--- src/rtl/core/totp_pkg.sv ---
// Shared constants, types and helpers for the TOTP HMAC-SHA1 generator.
// No dependencies; every other file in rtl/core depends on this package.
package totp_pkg;

  localparam int unsigned TimeW   = 64;
  localparam int unsigned PwdW    = 20;
  localparam int unsigned KeyW    = 64;
  localparam int unsigned CfgIdxW = 8;
  localparam int unsigned KeyWords = 4;

  // divide by 30: 16 quotient bits per cycle, q = (v * RECIP_30) >> 26 is exact
  // for v < 30 * 2^16
  localparam logic [4:0]  STEP_SECONDS  = 5'd30;
  localparam int unsigned DivDigitW     = 16;
  localparam int unsigned DivSteps      = 4;
  localparam logic [21:0] RECIP_30      = 22'd2236963;
  localparam int unsigned RecipDivShift = 26;

  // mod 1e6: q = (v * RECIP_1E6) >> 50 is exact for any 31-bit v, q fits 12 bits
  localparam logic [30:0] OTP_MOD       = 31'd1000000;
  localparam int unsigned ModSteps      = 1;   // reciprocal-multiply quotient steps
  localparam int unsigned ModQW         = 12;
  localparam logic [30:0] RECIP_1E6     = 31'd1125899907;
  localparam int unsigned RecipModShift = 50;

  localparam logic [7:0]  IPAD = 8'h36;
  localparam logic [7:0]  OPAD = 8'h5C;
  localparam logic [63:0] INNER_BITS = 64'd576;  // 72 bytes
  localparam logic [63:0] OUTER_BITS = 64'd672;  // 84 bytes

  localparam logic [31:0] H0_0 = 32'h67452301;
  localparam logic [31:0] H0_1 = 32'hEFCDAB89;
  localparam logic [31:0] H0_2 = 32'h98BADCFE;
  localparam logic [31:0] H0_3 = 32'h10325476;
  localparam logic [31:0] H0_4 = 32'hC3D2E1F0;

  // Block order of one HMAC: inner key, inner message, outer key, outer message.
  localparam logic [1:0] BLK_IKEY = 2'd0;
  localparam logic [1:0] BLK_IMSG = 2'd1;
  localparam logic [1:0] BLK_OKEY = 2'd2;
  localparam logic [1:0] BLK_OMSG = 2'd3;

  localparam logic [CfgIdxW-1:0] REG_KEY0 = 8'd0;
  localparam logic [CfgIdxW-1:0] REG_KEY1 = 8'd1;
  localparam logic [CfgIdxW-1:0] REG_KEY2 = 8'd2;
  localparam logic [CfgIdxW-1:0] REG_KEY3 = 8'd3;

  typedef struct packed {
    logic       div_load;
    logic       div_step;
    logic       blk_load;
    logic       h_init;
    logic       round;
    logic       h_add;
    logic       win_load;
    logic       mod_step;
    logic       out_load;
    logic [1:0] blk;
    logic [6:0] rnd;
  } cmd_t;

  typedef struct packed {
    logic out_free;
  } stat_t;

  function automatic logic [31:0] sha1_k(input logic [6:0] rnd);
    logic [31:0] k;
    if (rnd < 7'd20)      k = 32'h5A827999;
    else if (rnd < 7'd40) k = 32'h6ED9EBA1;
    else if (rnd < 7'd60) k = 32'h8F1BBCDC;
    else                  k = 32'hCA62C1D6;
    return k;
  endfunction

endpackage

--- src/rtl/core/totp_if.sv ---
// Valid/ready channel interfaces for the TOTP generator: time in,
// password out, key register writes. Depends on totp_pkg.
interface totp_in_if;
  logic                            valid;
  logic                            ready;
  logic [totp_pkg::TimeW-1:0]      unix_seconds;
  modport source (output valid, output unix_seconds, input ready);
  modport sink   (input valid, input unix_seconds, output ready);
endinterface

interface totp_out_if;
  logic                            valid;
  logic                            ready;
  logic [totp_pkg::PwdW-1:0]       password;
  modport source (output valid, output password, input ready);
  modport sink   (input valid, input password, output ready);
endinterface

interface totp_cfg_if;
  logic                            valid;
  logic                            ready;
  logic [totp_pkg::CfgIdxW-1:0]    index;
  logic [totp_pkg::KeyW-1:0]       data;
  modport source (output valid, output index, output data, input ready);
  modport sink   (input valid, input index, input data, output ready);
endinterface

--- src/rtl/core/totp_ctrl.sv ---
// Sequencer for the TOTP generator: steps divide, four SHA-1 blocks,
// modulo and output load. Depends on totp_pkg.
module totp_ctrl (
  input  logic            clk,
  input  logic            rst_n,
  input  logic            in_valid,
  output logic            in_ready,
  input  totp_pkg::stat_t st,
  output totp_pkg::cmd_t  cmd
);
  import totp_pkg::*;

  typedef enum logic [6:0] {
    S_IDLE  = 7'b0000001,
    S_DIV   = 7'b0000010,
    S_LOAD  = 7'b0000100,
    S_ROUND = 7'b0001000,
    S_ADD   = 7'b0010000,
    S_MOD   = 7'b0100000,
    S_DONE  = 7'b1000000
  } state_t;

  state_t     state_r, state_nxt;
  logic [6:0] cnt_r, cnt_nxt;
  logic [1:0] blk_r, blk_nxt;

  always_comb begin
    state_nxt = state_r;
    cnt_nxt   = cnt_r;
    blk_nxt   = blk_r;
    cmd       = '0;
    cmd.blk   = blk_r;
    cmd.rnd   = cnt_r;
    in_ready  = 1'b0;
    case (state_r)
      S_IDLE: begin
        in_ready = 1'b1;
        if (in_valid) begin
          cmd.div_load = 1'b1;
          cnt_nxt      = '0;
          state_nxt    = S_DIV;
        end
      end
      S_DIV: begin
        cmd.div_step = 1'b1;
        cnt_nxt      = cnt_r + 7'd1;
        if (cnt_r == 7'(DivSteps - 1)) begin
          blk_nxt   = BLK_IKEY;
          state_nxt = S_LOAD;
        end
      end
      S_LOAD: begin
        cmd.blk_load = 1'b1;
        cmd.h_init   = (blk_r == BLK_IKEY) || (blk_r == BLK_OKEY);
        cnt_nxt      = '0;
        state_nxt    = S_ROUND;
      end
      S_ROUND: begin
        cmd.round = 1'b1;
        cnt_nxt   = cnt_r + 7'd1;
        if (cnt_r == 7'd79) state_nxt = S_ADD;
      end
      S_ADD: begin
        cmd.h_add = 1'b1;
        cnt_nxt   = '0;
        if (blk_r == BLK_OMSG) begin
          state_nxt = S_MOD;
        end else begin
          blk_nxt   = blk_r + 2'd1;
          state_nxt = S_LOAD;
        end
      end
      S_MOD: begin
        // first cycle picks the window, then the reciprocal-multiply quotient
        if (cnt_r == 7'd0) cmd.win_load = 1'b1;
        else               cmd.mod_step = 1'b1;
        cnt_nxt = cnt_r + 7'd1;
        if (cnt_r == 7'(ModSteps)) state_nxt = S_DONE;
      end
      S_DONE: begin
        if (st.out_free) begin
          cmd.out_load = 1'b1;
          state_nxt    = S_IDLE;
        end
      end
      default: state_nxt = S_IDLE;
    endcase
  end

  always_ff @(posedge clk) begin
    if (!rst_n) begin
      state_r <= S_IDLE;
      cnt_r   <= '0;
      blk_r   <= '0;
    end else begin
      state_r <= state_nxt;
      cnt_r   <= cnt_nxt;
      blk_r   <= blk_nxt;
    end
  end

endmodule

--- src/rtl/core/totp_dp.sv ---
// Datapath of the TOTP generator: key registers, divide-by-30, SHA-1 round
// engine, truncation, modulo and output register. Depends on totp_pkg, totp_if.
module totp_dp (
  input  logic            clk,
  input  logic            rst_n,
  input  logic [totp_pkg::TimeW-1:0] in_time,
  totp_cfg_if.sink        cfg,
  totp_out_if.source      res,
  input  totp_pkg::cmd_t  cmd,
  output totp_pkg::stat_t st
);
  import totp_pkg::*;

  logic [KeyW-1:0] key_r [KeyWords];

  // divide by 30, 16 quotient bits per cycle by reciprocal multiply
  logic [63:0] q_r;
  logic [4:0]  rem_r;
  logic [20:0] div_v, div_qm, div_rem;
  logic [42:0] div_prod;
  logic [DivDigitW-1:0] div_q;

  // SHA-1
  logic [31:0] w_r [16];
  logic [31:0] a_r, b_r, c_r, d_r, e_r;
  logic [31:0] h_r [5];
  logic [159:0] ihash_r;
  logic [31:0] f, t, w_new;
  logic [31:0] hs [5];
  logic [511:0] blk_data;
  logic [255:0] key_all;

  // truncation and modulo
  logic [159:0] digest, digest_sh;
  logic [30:0]  mv_r, mod_qm, mod_rem;
  logic [61:0]  mod_prod;
  logic [ModQW-1:0] q_mod_r;

  logic [PwdW-1:0] pwd_r;
  logic            ov_r;

  assign cfg.ready = 1'b1;

  always_ff @(posedge clk) begin
    if (!rst_n) begin
      for (int i = 0; i < KeyWords; i++) key_r[i] <= '0;
    end else if (cfg.valid) begin
      case (cfg.index)
        REG_KEY0: key_r[0] <= cfg.data;
        REG_KEY1: key_r[1] <= cfg.data;
        REG_KEY2: key_r[2] <= cfg.data;
        REG_KEY3: key_r[3] <= cfg.data;
        default: ;
      endcase
    end
  end

  // remainder and next 16 dividend bits, top digit first
  assign div_v    = {rem_r, q_r[TimeW-1 -: DivDigitW]};
  assign div_prod = 43'(div_v) * 43'(RECIP_30);
  assign div_q    = div_prod[RecipDivShift +: DivDigitW];
  assign div_qm   = 21'(div_q) * 21'(STEP_SECONDS);
  assign div_rem  = div_v - div_qm;

  always_ff @(posedge clk) begin
    if (cmd.div_load) begin
      q_r   <= in_time;
      rem_r <= '0;
    end else if (cmd.div_step) begin
      rem_r <= div_rem[4:0];
      q_r   <= {q_r[TimeW-DivDigitW-1:0], div_q};
    end
  end

  assign key_all = {key_r[0], key_r[1], key_r[2], key_r[3]};

  always_comb begin
    case (cmd.blk)
      BLK_IKEY: blk_data = {key_all, 256'b0} ^ {64{IPAD}};
      BLK_IMSG: blk_data = {q_r, 8'h80, 376'b0, INNER_BITS};
      BLK_OKEY: blk_data = {key_all, 256'b0} ^ {64{OPAD}};
      BLK_OMSG: blk_data = {ihash_r, 8'h80, 280'b0, OUTER_BITS};
      default:  blk_data = '0;
    endcase
  end

  always_comb begin
    if (cmd.rnd < 7'd20)      f = (b_r & c_r) | (~b_r & d_r);
    else if (cmd.rnd < 7'd40) f = b_r ^ c_r ^ d_r;
    else if (cmd.rnd < 7'd60) f = (b_r & c_r) | (b_r & d_r) | (c_r & d_r);
    else                      f = b_r ^ c_r ^ d_r;
  end

  assign t     = {a_r[26:0], a_r[31:27]} + f + e_r + sha1_k(cmd.rnd) + w_r[0];
  assign w_new = w_r[13] ^ w_r[8] ^ w_r[2] ^ w_r[0];

  assign hs[0] = h_r[0] + a_r;
  assign hs[1] = h_r[1] + b_r;
  assign hs[2] = h_r[2] + c_r;
  assign hs[3] = h_r[3] + d_r;
  assign hs[4] = h_r[4] + e_r;

  always_ff @(posedge clk) begin
    if (cmd.blk_load) begin
      for (int i = 0; i < 16; i++) w_r[i] <= blk_data[511 - 32*i -: 32];
      if (cmd.h_init) begin
        h_r[0] <= H0_0; h_r[1] <= H0_1; h_r[2] <= H0_2; h_r[3] <= H0_3; h_r[4] <= H0_4;
        a_r <= H0_0; b_r <= H0_1; c_r <= H0_2; d_r <= H0_3; e_r <= H0_4;
      end else begin
        a_r <= h_r[0]; b_r <= h_r[1]; c_r <= h_r[2]; d_r <= h_r[3]; e_r <= h_r[4];
      end
    end else if (cmd.round) begin
      for (int i = 0; i < 15; i++) w_r[i] <= w_r[i+1];
      w_r[15] <= {w_new[30:0], w_new[31]};
      a_r <= t;
      b_r <= a_r;
      c_r <= {b_r[1:0], b_r[31:2]};
      d_r <= c_r;
      e_r <= d_r;
    end else if (cmd.h_add) begin
      for (int i = 0; i < 5; i++) h_r[i] <= hs[i];
      if (cmd.blk == BLK_IMSG) ihash_r <= {hs[0], hs[1], hs[2], hs[3], hs[4]};
    end
  end

  // dynamic truncation: low nibble of the last byte picks the window
  assign digest    = {h_r[0], h_r[1], h_r[2], h_r[3], h_r[4]};
  assign digest_sh = digest << {h_r[4][3:0], 3'b000};

  // window mod 1e6: quotient by reciprocal multiply, remainder at output load
  assign mod_prod = 62'(mv_r) * 62'(RECIP_1E6);
  assign mod_qm   = 31'(q_mod_r) * OTP_MOD;
  assign mod_rem  = mv_r - mod_qm;

  always_ff @(posedge clk) begin
    if (cmd.win_load) begin
      mv_r <= digest_sh[158:128];
    end else if (cmd.mod_step) begin
      q_mod_r <= mod_prod[RecipModShift +: ModQW];
    end
  end

  assign st.out_free = !ov_r || res.ready;

  always_ff @(posedge clk) begin
    if (!rst_n) begin
      ov_r <= 1'b0;
    end else if (cmd.out_load) begin
      ov_r <= 1'b1;
    end else if (res.ready) begin
      ov_r <= 1'b0;
    end
  end

  always_ff @(posedge clk) begin
    if (cmd.out_load) pwd_r <= mod_rem[PwdW-1:0];
  end

  assign res.valid    = ov_r;
  assign res.password = pwd_r;

endmodule

--- src/rtl/core/totp_hmac_sha1_generator.sv ---
// TOTP generator: unix time in, six-digit HMAC-SHA1 password out (0..999999).
// An accepted time is divided by 30 (16 quotient bits per cycle by reciprocal
// multiply), the step runs through four SHA-1 blocks (inner key, inner message,
// outer key, outer message) on one round engine at one round per cycle, then the
// truncation window is reduced modulo 1000000 (window pick, reciprocal-multiply
// quotient; remainder at output load). One item at a time: the next time is
// taken only once the result is loaded, and the pace is set by the 320 SHA-1
// rounds on the single round engine. A finished result sits in an output
// register so the input side can reopen while it waits; a result still held
// there stalls the next load. Key words are written through cfg_ch (index
// 0..3, others ignored), always ready; write them only while no time is in flight.
module totp_hmac_sha1_generator (
  input  logic        clk,
  input  logic        rst_n,
  totp_in_if.sink     in_ch,
  totp_out_if.source  out_ch,
  totp_cfg_if.sink    cfg_ch
);
  import totp_pkg::*;

  cmd_t  cmd;
  stat_t st;

  totp_ctrl u_ctrl (
    .clk      (clk),
    .rst_n    (rst_n),
    .in_valid (in_ch.valid),
    .in_ready (in_ch.ready),
    .st       (st),
    .cmd      (cmd)
  );

  totp_dp u_dp (
    .clk     (clk),
    .rst_n   (rst_n),
    .in_time (in_ch.unix_seconds),
    .cfg     (cfg_ch),
    .res     (out_ch),
    .cmd     (cmd),
    .st      (st)
  );

  // a transfer in closes the input until the result is loaded
  a_busy_after_in: assert property (@(posedge clk) disable iff (!rst_n)
    in_ch.valid && in_ch.ready |=> !in_ch.ready)
    else $error("input reopened right after a transfer");

  a_pwd_range: assert property (@(posedge clk) disable iff (!rst_n)
    out_ch.valid |-> out_ch.password < 20'd1000000)
    else $error("password out of range");

  // a new result is only loaded at the end of a computation
  a_load_when_busy: assert property (@(posedge clk) disable iff (!rst_n)
    $rose(out_ch.valid) |-> $past(!in_ch.ready))
    else $error("result appeared while idle");

endmodule

--- src/flat_wrapper.sv ---
// flat-port wrapper written by rule: the top's interface ports become plain ports
module totp_hmac_sha1_generator_flat import totp_pkg::*;
  (clk, rst_n, in_ch_valid, in_ch_unix_seconds, in_ch_ready, out_ch_valid, out_ch_password, out_ch_ready, cfg_ch_valid, cfg_ch_index, cfg_ch_data, cfg_ch_ready);
  totp_in_if in_ch_i ();
  totp_out_if out_ch_i ();
  totp_cfg_if cfg_ch_i ();
  input  logic clk;
  input  logic rst_n;
  input wire logic [$bits(in_ch_i.valid)-1:0] in_ch_valid;
  input wire logic [$bits(in_ch_i.unix_seconds)-1:0] in_ch_unix_seconds;
  output wire logic [$bits(in_ch_i.ready)-1:0] in_ch_ready;
  output wire logic [$bits(out_ch_i.valid)-1:0] out_ch_valid;
  output wire logic [$bits(out_ch_i.password)-1:0] out_ch_password;
  input wire logic [$bits(out_ch_i.ready)-1:0] out_ch_ready;
  input wire logic [$bits(cfg_ch_i.valid)-1:0] cfg_ch_valid;
  input wire logic [$bits(cfg_ch_i.index)-1:0] cfg_ch_index;
  input wire logic [$bits(cfg_ch_i.data)-1:0] cfg_ch_data;
  output wire logic [$bits(cfg_ch_i.ready)-1:0] cfg_ch_ready;
  assign in_ch_i.valid = in_ch_valid;
  assign in_ch_i.unix_seconds = in_ch_unix_seconds;
  assign in_ch_ready = in_ch_i.ready;
  assign out_ch_valid = out_ch_i.valid;
  assign out_ch_password = out_ch_i.password;
  assign out_ch_i.ready = out_ch_ready;
  assign cfg_ch_i.valid = cfg_ch_valid;
  assign cfg_ch_i.index = cfg_ch_index;
  assign cfg_ch_i.data = cfg_ch_data;
  assign cfg_ch_ready = cfg_ch_i.ready;
  totp_hmac_sha1_generator u_core (.clk(clk), .rst_n(rst_n), .in_ch(in_ch_i), .out_ch(out_ch_i), .cfg_ch(cfg_ch_i));
endmodule
--- config.mk ---
export PLATFORM = sky130hd
export DESIGN_NAME = totp_hmac_sha1_generator_flat
export DESIGN_NICKNAME = d
export VERILOG_FILES = /design/src/rtl/core/totp_pkg.sv /design/src/rtl/core/totp_if.sv /design/src/rtl/core/totp_ctrl.sv /design/src/rtl/core/totp_dp.sv /design/src/rtl/core/totp_hmac_sha1_generator.sv /design/src/flat_wrapper.sv
export SDC_FILE = /design/constraint.sdc
export NUM_CORES = 2
export LEC_CHECK = 0
export BUFFER_PORTS_ARGS = -buffer_cell sky130_fd_sc_hd__buf_2
export CORE_MARGIN = 2
export CORE_UTILIZATION = 39
export CTS_BUF_LIST = sky130_fd_sc_hd__clkbuf_2
export DETAILED_ROUTE_END_ITERATION = 7
export PLACE_DENSITY_LB_ADDON = 0.12
export SKIP_CTS_REPAIR_TIMING = 1
export SYNTH_ARGS = -nofsm -noshare
export SYNTH_HDL_FRONTEND = slang
export SYNTH_SLANG_ARGS = --single-unit
--- constraint.sdc ---
create_clock -name clk -period 17.2 [get_ports clk]
set_input_delay 0.86 -clock clk [delete_from_list [all_inputs] [get_ports clk]]
set_output_delay 0.86 -clock clk [all_outputs]
set_load 0.01 [all_outputs]
### Word level (Yosys, flattened, before mapping)

Memory sizes are Yosys's and may differ from the RTL's.
Index checks and enable logic that the tools add are counted.

| storage, ports and cells | value |
|---|---|
| flip-flop bits (word level) | 469 |
| memory bits (writable) | 928 |
| input port bits | 141 |
| output and inout port bits | 23 |
| word-level logic and storage cells | 226 |
| memories kept | 3 |

| cells by class | value |
|---|---|
| add/subtract/negate cells | 13 |
| multipliers | 4 |
| order comparisons | 3 |
| equal/unequal tests | 22 |
| shift operators | 1 |
| muxes and demuxes | 104 |
| bitwise logic cells | 43 |
| reductions and logical operators | 18 |

Memory list:

| memory | words | width | rd ports | clocked after Yosys merged registers in | wr ports | line | RTL |
|---|---|---|---|---|---|---|---|
| u_core.u_dp.w_r | 16 | 32 | 16 | 0 | 16 | totp_dp.sv:24 | `logic [31:0] w_r [16];` |
| u_core.u_dp.key_r | 4 | 64 | 4 | 0 | 4 | totp_dp.sv:14 | `logic [KeyW-1:0] key_r [KeyWords];` |
| u_core.u_dp.h_r | 5 | 32 | 5 | 0 | 5 | totp_dp.sv:26 | `logic [31:0] h_r [5];` |

Operators with widths:

| cell | number |
|---|---|
| $pmux W512 S4 | 1 |
| $mux W32 | 41 |
| $not A256 Y256 | 2 |
| $mux W64 | 6 |
| $add A32 B32 Y32 | 9 |
| $shl A160 B7 Y159 | 1 |
| $xor A32 B32 Y32 | 5 |
| $and A32 B32 Y32 | 4 |
| $or A32 B32 Y32 | 3 |
| $mul A31 B31 Y62 const B | 1 |
| $pmux W7 S7 | 1 |
| $mul A21 B22 Y42 const B | 1 |
| $mux W7 | 6 |
| $mux W1 | 41 |
| $not A32 Y32 | 1 |
| $mux W31 | 1 |
| $or A1 B1 Y1 | 25 |
| $pmux W7 S3 | 1 |
| $sub A20 B20 Y20 | 1 |
| $eq A8 B2 Y1 const B | 2 |
| $mul A16 B4 Y4 const B | 1 |
| $eq A7 B1 Y1 const B | 2 |
| $eq A7 B2 Y1 const B | 2 |
| $eq A7 B7 Y1 const B | 2 |
| 32 further kinds | 48 |

### Depth between registers and ports, before layout

| depth | value |
|---|---|
| depth after elaboration | 12 |
| depth in mapped cells | 32 |
| depth with buffers taken out | 32 |

### Cells and area by module

A second synthesis with hierarchy kept.

| unflattened totals | value |
|---|---|
| cells, all modules | 7,957 |
| area total of the unflattened synthesis | 94,016.4 um^2 |

Modules (own cells, without submodules):

| module | times used | cells an instance | area an instance (um^2) | sequential area each (um^2) |
|---|---|---|---|---|
| totp_dp | 1 | 7,819 | 92,894.1 | 41,409.7 |
| totp_ctrl | 1 | 138 | 1,122.3 | 320.3 |

### Least setup slack after synthesis

Ideal clock, no wire load.

| path | value |
|---|---|
| path kind | reg-to-reg |
| start | reg u_core.u_ctrl.blk_r[0] |
| end | mem u_core.u_dp.h_r[0][0] (enable) |
| setup time | 0.901 ns |
| arrival time | 12.654 ns |
| required time | 16.299 ns |
| path slack | 3.645 ns |
| cell stages (with the launch flop) | 8 |
| buffers on the path | 3 |
| clock period less this slack | 13.555 ns |
| path through | dfxtp_1 -> inv_1 -> ha_1 -> clkbuf_1 -> clkbuf_1 -> nor2_1 -> clkbuf_1 -> o21ai_0 |

RTL lines:

| what | line | RTL |
|---|---|---|
| from (decl) | totp_ctrl.sv:25 | `logic [1:0] blk_r, blk_nxt;` |
| from (signal assigned) | totp_ctrl.sv:98 | `blk_r <= blk_nxt;` |
| to (decl) | totp_dp.sv:26 |  |

### Final worst setup path

| path | value |
|---|---|
| start | reg u_core.u_dp.mv_r[10] |
| end | reg u_core.u_dp.q_mod_r[11] (data pin) |

| between the ends | value |
|---|---|
| longest elaborated chain between the ends | 1 |

RTL lines:

| what | line | RTL |
|---|---|---|
| from (decl) | totp_dp.sv:35 | `logic [30:0] mv_r, mod_qm, mod_rem;` |
| from (signal assigned) | totp_dp.sv:137 | `mv_r <= digest_sh[158:128];` |
| $mul A31 B31 Y62 | totp_dp.sv:131 | `assign mod_prod = 62'(mv_r) * 62'(RECIP_1E6);` |
| net u_core.u_dp.mod_prod[61] | totp_dp.sv:36 | `logic [61:0] mod_prod;` |
| to (signal assigned) | totp_dp.sv:139 | `q_mod_r <= mod_prod[RecipModShift +: ModQW];` |
| to (decl) | totp_dp.sv:37 | `logic [ModQW-1:0] q_mod_r;` |

The timed path passes the listed nets, and every way through them passes these cells.
A chain may end at the register's enable or synchronous reset.

==> results.toml <==
[status]
status = "finished clean"

[synth]
synth_fa_ha_area_share_pct = 22.4
yosys.area_share.simple_pct = 11.0
synthFlopType = "edfxtp_1"
post_synth_num_cell_types = 96
synth_top_family_by_area = "adder cells"
synthCells = 8214
ys_ff_latch = 1397
muxShareOfSynthArea_pct = 4.21
ys_warn_count = 0
ys_async_sr_fraction_pct = 0
synth_seq_area_share_pct = 44.3
mappedNetlistNets = 9697
synth_edf_count = 1375
synth_area_per_cell_um2 = 11.5
synthXorXnorAreaFrac_pct = 3.06
synth_area_mm2 = 0.0942
synth-compound-area-share_pct = 9.88

[timing]
worst_pin_slew_ns = 1.28
hold_viol = 0
fmax_ghz = 0.128
maxSlewHeadroom_pct = 14.4
drv_slew = 0
final-setup-viol-count = 0
rsz0062_at_grt = "false"
period_needed_ns = 7.84
min_period_over_period_pct = 45.6
finClkSkew_ns = 0.201
finalSetupTns_ns = 0

[setup_path]
cp_data_arrival_time_ns = 9.37
rrSetupSlack_ns = 9.36
cp.required_ns = 18.73
start_kind = "flop"
timing.rr.start = "u_core.u_dp.mv_r[10]"
endpoint_kind = "flop"
path_max_fanout = 8
rr_worst_depth = 23
slowest_delay_ns = 0.81
cp_slowest_cell = "edfxtp_1"
r2r-end = "u_core.u_dp.q_mod_r[11]"
path_cells = "inv_1, fa_1, inv_1, fa_1, inv_1, fa_1, fa_1, inv_1, fa_1, fa_1, fa_1, inv_1, fa_1, inv_1, ha_1, and3_1, and3_1, and4_1, a221o_1, a2111o_1, a31o_2, a21oi_2, xnor2_1"
crit_path_frequent_cell = "fa_1"
critPathBufInv = 6
crit_type = "flop to flop"
crit_family = "adder cells"

[power]
clock_power_share_pct = 24.9
p_sw_share_pct = 36.4
p_comb_share_pct = 35.7
p_per_area_mw_per_mm2 = 95.6
ir_drop_uv = 507
seqPwrFrac_pct = 39.4
switching_power_mw = 3.68
power.leakage_nw = 45.0
intPower_mw = 6.43

[cts]
cts_tree = "done"
clkTransAtPathRegs_ns = 0.10
clock-sinks = 1397
clockBufferDepth = 4
clk_latency_ns = 1.93
cts_root_buffer = "clkbuf_2"
htreeDepth = 5
cts_made_buffers = 406

[floorplanning]
fp.dieH_um = 495
core_mm2 = 0.240
die_w_um = 495
num_rows = 180
die_area_mm2 = 0.245
start_util_pct = 39.2
num_io_pins = 164

[worst_hold_path]
min_path_type = "input pin to flop"
hold_path_end = "u_core.u_dp.key_r[2][14]"
hold_depth = 3
hp-start = "cfg_ch_data[14]"

[global_routing]
grtUsageTotal_pct = 31.1
grt_start_max_net_pins = 202
grt_pass1_vias = 67500
grt_first_pass_wirelength_um = 530000
antenna_found_initial = 47
gr-total-overflow = 0

[finish]
final_nets = 10400
layout_commonest_cell = "edfxtp_1"
area_delta_synth_final_pct = 12.4
nFillCells = 22800
layout_common_cells = "edfxtp_1, inv_1, nand2_1"
drive_above_1_share_pct = 12.2
multiInputGateArea_mm2 = 0.0478
seqCellArea_mm2 = 0.0417
fin_area_mm2 = 0.106

[place]
gp_congestion = 0.992
port_buffers = 162
place_hpwl_um = 292000
placed_area_mm2 = 0.0986

[route]
routedWlPerCell_um = 31.5
drt_iter0_drc = 7841
drtPass1Iterations = 8
drc = 0
finalWirelength_um = 390000
vias = 70200
vias_per_cell = 5.67
ant_nets = 0

[run]
drv_cap = 0
## layout make-up
type,count,area share (%)
Timing Repair Buffer,626,5.01
Antenna cell,24,0.0568
Inverter,934,3.33
Tap cell,3185,3.77
Sequential cell,1397,39.4
Multi-Input combinational cell,5531,45.2
Clock buffer,585,2.77
Clock inverter,94,0.454
## logic make-up after synthesis
group,after synthesis
DFF,1397
buffers and inverters,1286
other,1
muxes,237
AOI/OAI and AO/OA,1413
xor gates and xnor gates,328
and+or+nand+nor,2210
adders and majority gates,1342
## Yosys cell counts, drive strengths merged (53+ instances only)
library cell / instances / share of area [%]
ha: 767 / 10
inv: 934 / 3.7
clkbuf: 320 / 1.3
mux2i: 72 / 0.77
o21a: 53 / 0.42
xnor2: 202 / 1.9
nor2: 586 / 2.3
a21oi: 411 / 2.2
xor2: 126 / 1.2
a211oi: 64 / 0.55
nand2: 772 / 3.1
mux4: 123 / 2.9
and2: 397 / 2.6
a221oi: 94 / 0.89
nand2b: 104 / 0.69
o21ai: 315 / 1.7
edfxtp: 1375 / 44
nor2b: 54 / 0.37
nand3: 87 / 0.46
fa: 575 / 12
nor3: 81 / 0.43
a21o: 153 / 1.2
## how the worst max path moves through the flow
stage                           startpoint  cells past startpoint  slack, ns                       to
floorplan           u_core.u_ctrl.blk_r[0]                      7       3.64    u_core.u_dp.h_r[0][0]
global placement      u_core.u_dp.mv_r[18]                     23       9.45   u_core.u_dp.q_mod_r[7]
detailed placement    u_core.u_dp.mv_r[18]                     23       9.42   u_core.u_dp.q_mod_r[7]
CTS                   u_core.u_dp.mv_r[18]                     23       9.41   u_core.u_dp.q_mod_r[7]
global route          u_core.u_dp.mv_r[18]                     23       8.99   u_core.u_dp.q_mod_r[7]
finish                u_core.u_dp.mv_r[10]                     23       9.36  u_core.u_dp.q_mod_r[11]
## per-stage QoR
stage / hold slack [ns] / power (mW) / setup slack [ns] / util (%) / instances
6_report: 0.114 / 10.1 / 9.36 / 44.0 / 12400
3_3_place_gp: 0.497 / 7.39 / 9.45 / 41.0 / 11300
5_1_grt: -0.0494 / 10.8 / 8.99 / 44.0 / 12400
2_1_floorplan: 0.484 / 6.48 / 3.64 / - / 8214
3_5_place_dp: 0.500 / 7.45 / 9.42 / 41.0 / 11300
4_1_cts: -1.03 / 10.0 / 9.41 / 42.5 / 12000
## registers in the layout (all words and copies together) (netlist names)
signal / cells
u_core.u_dp.c_r: 32
u_core.u_dp.b_r: 32
u_core.u_ctrl.cnt_r: 7
u_core.u_ctrl.blk_r: 2
u_core.u_dp.a_r: 32
u_core.u_dp.e_r: 32
u_core.u_dp.q_r: 64
u_core.u_dp.d_r: 32
u_core.u_dp.q_mod_r: 12
u_core.u_dp.ihash_r: 160
u_core.u_ctrl.state_r: 7
u_core.u_dp.res.valid: 1
u_core.u_dp.key_r: 256
u_core.u_dp.w_r: 512
u_core.u_dp.res.password: 20
u_core.u_dp.rem_r: 5
u_core.u_dp.mv_r: 31
u_core.u_dp.h_r: 160
## routing by layer
metal | vias up | track usage, % | share of wire (%)
met3 | 692 | 5.61 | 7.5
met2 | 3216 | 46.9 | 45
met1 | 36000 | 42.7 | 42
li1 | 30300 | - | -
met4 | 10 | 16.4 | 5.9
met5 | - | 0 | 0.013
## power by group through the flow
stage	combinational, mW	sequential (mW)	clock (mW)
after floorplan	2.53	3.95	0
after CTS	3.43	3.98	2.59
after global routing	4.05	3.98	2.75
after detailed placement	3.40	4.06	0
after global placement	3.33	4.06	0
final	3.61	3.98	2.52
## worst min-delay path: stages
cell and delay, ns:
dlygate4sd3_1 0.60, buf_2 0.23, and2_1 0.14
No activity file was read; power rests on OpenSTA's default activity.
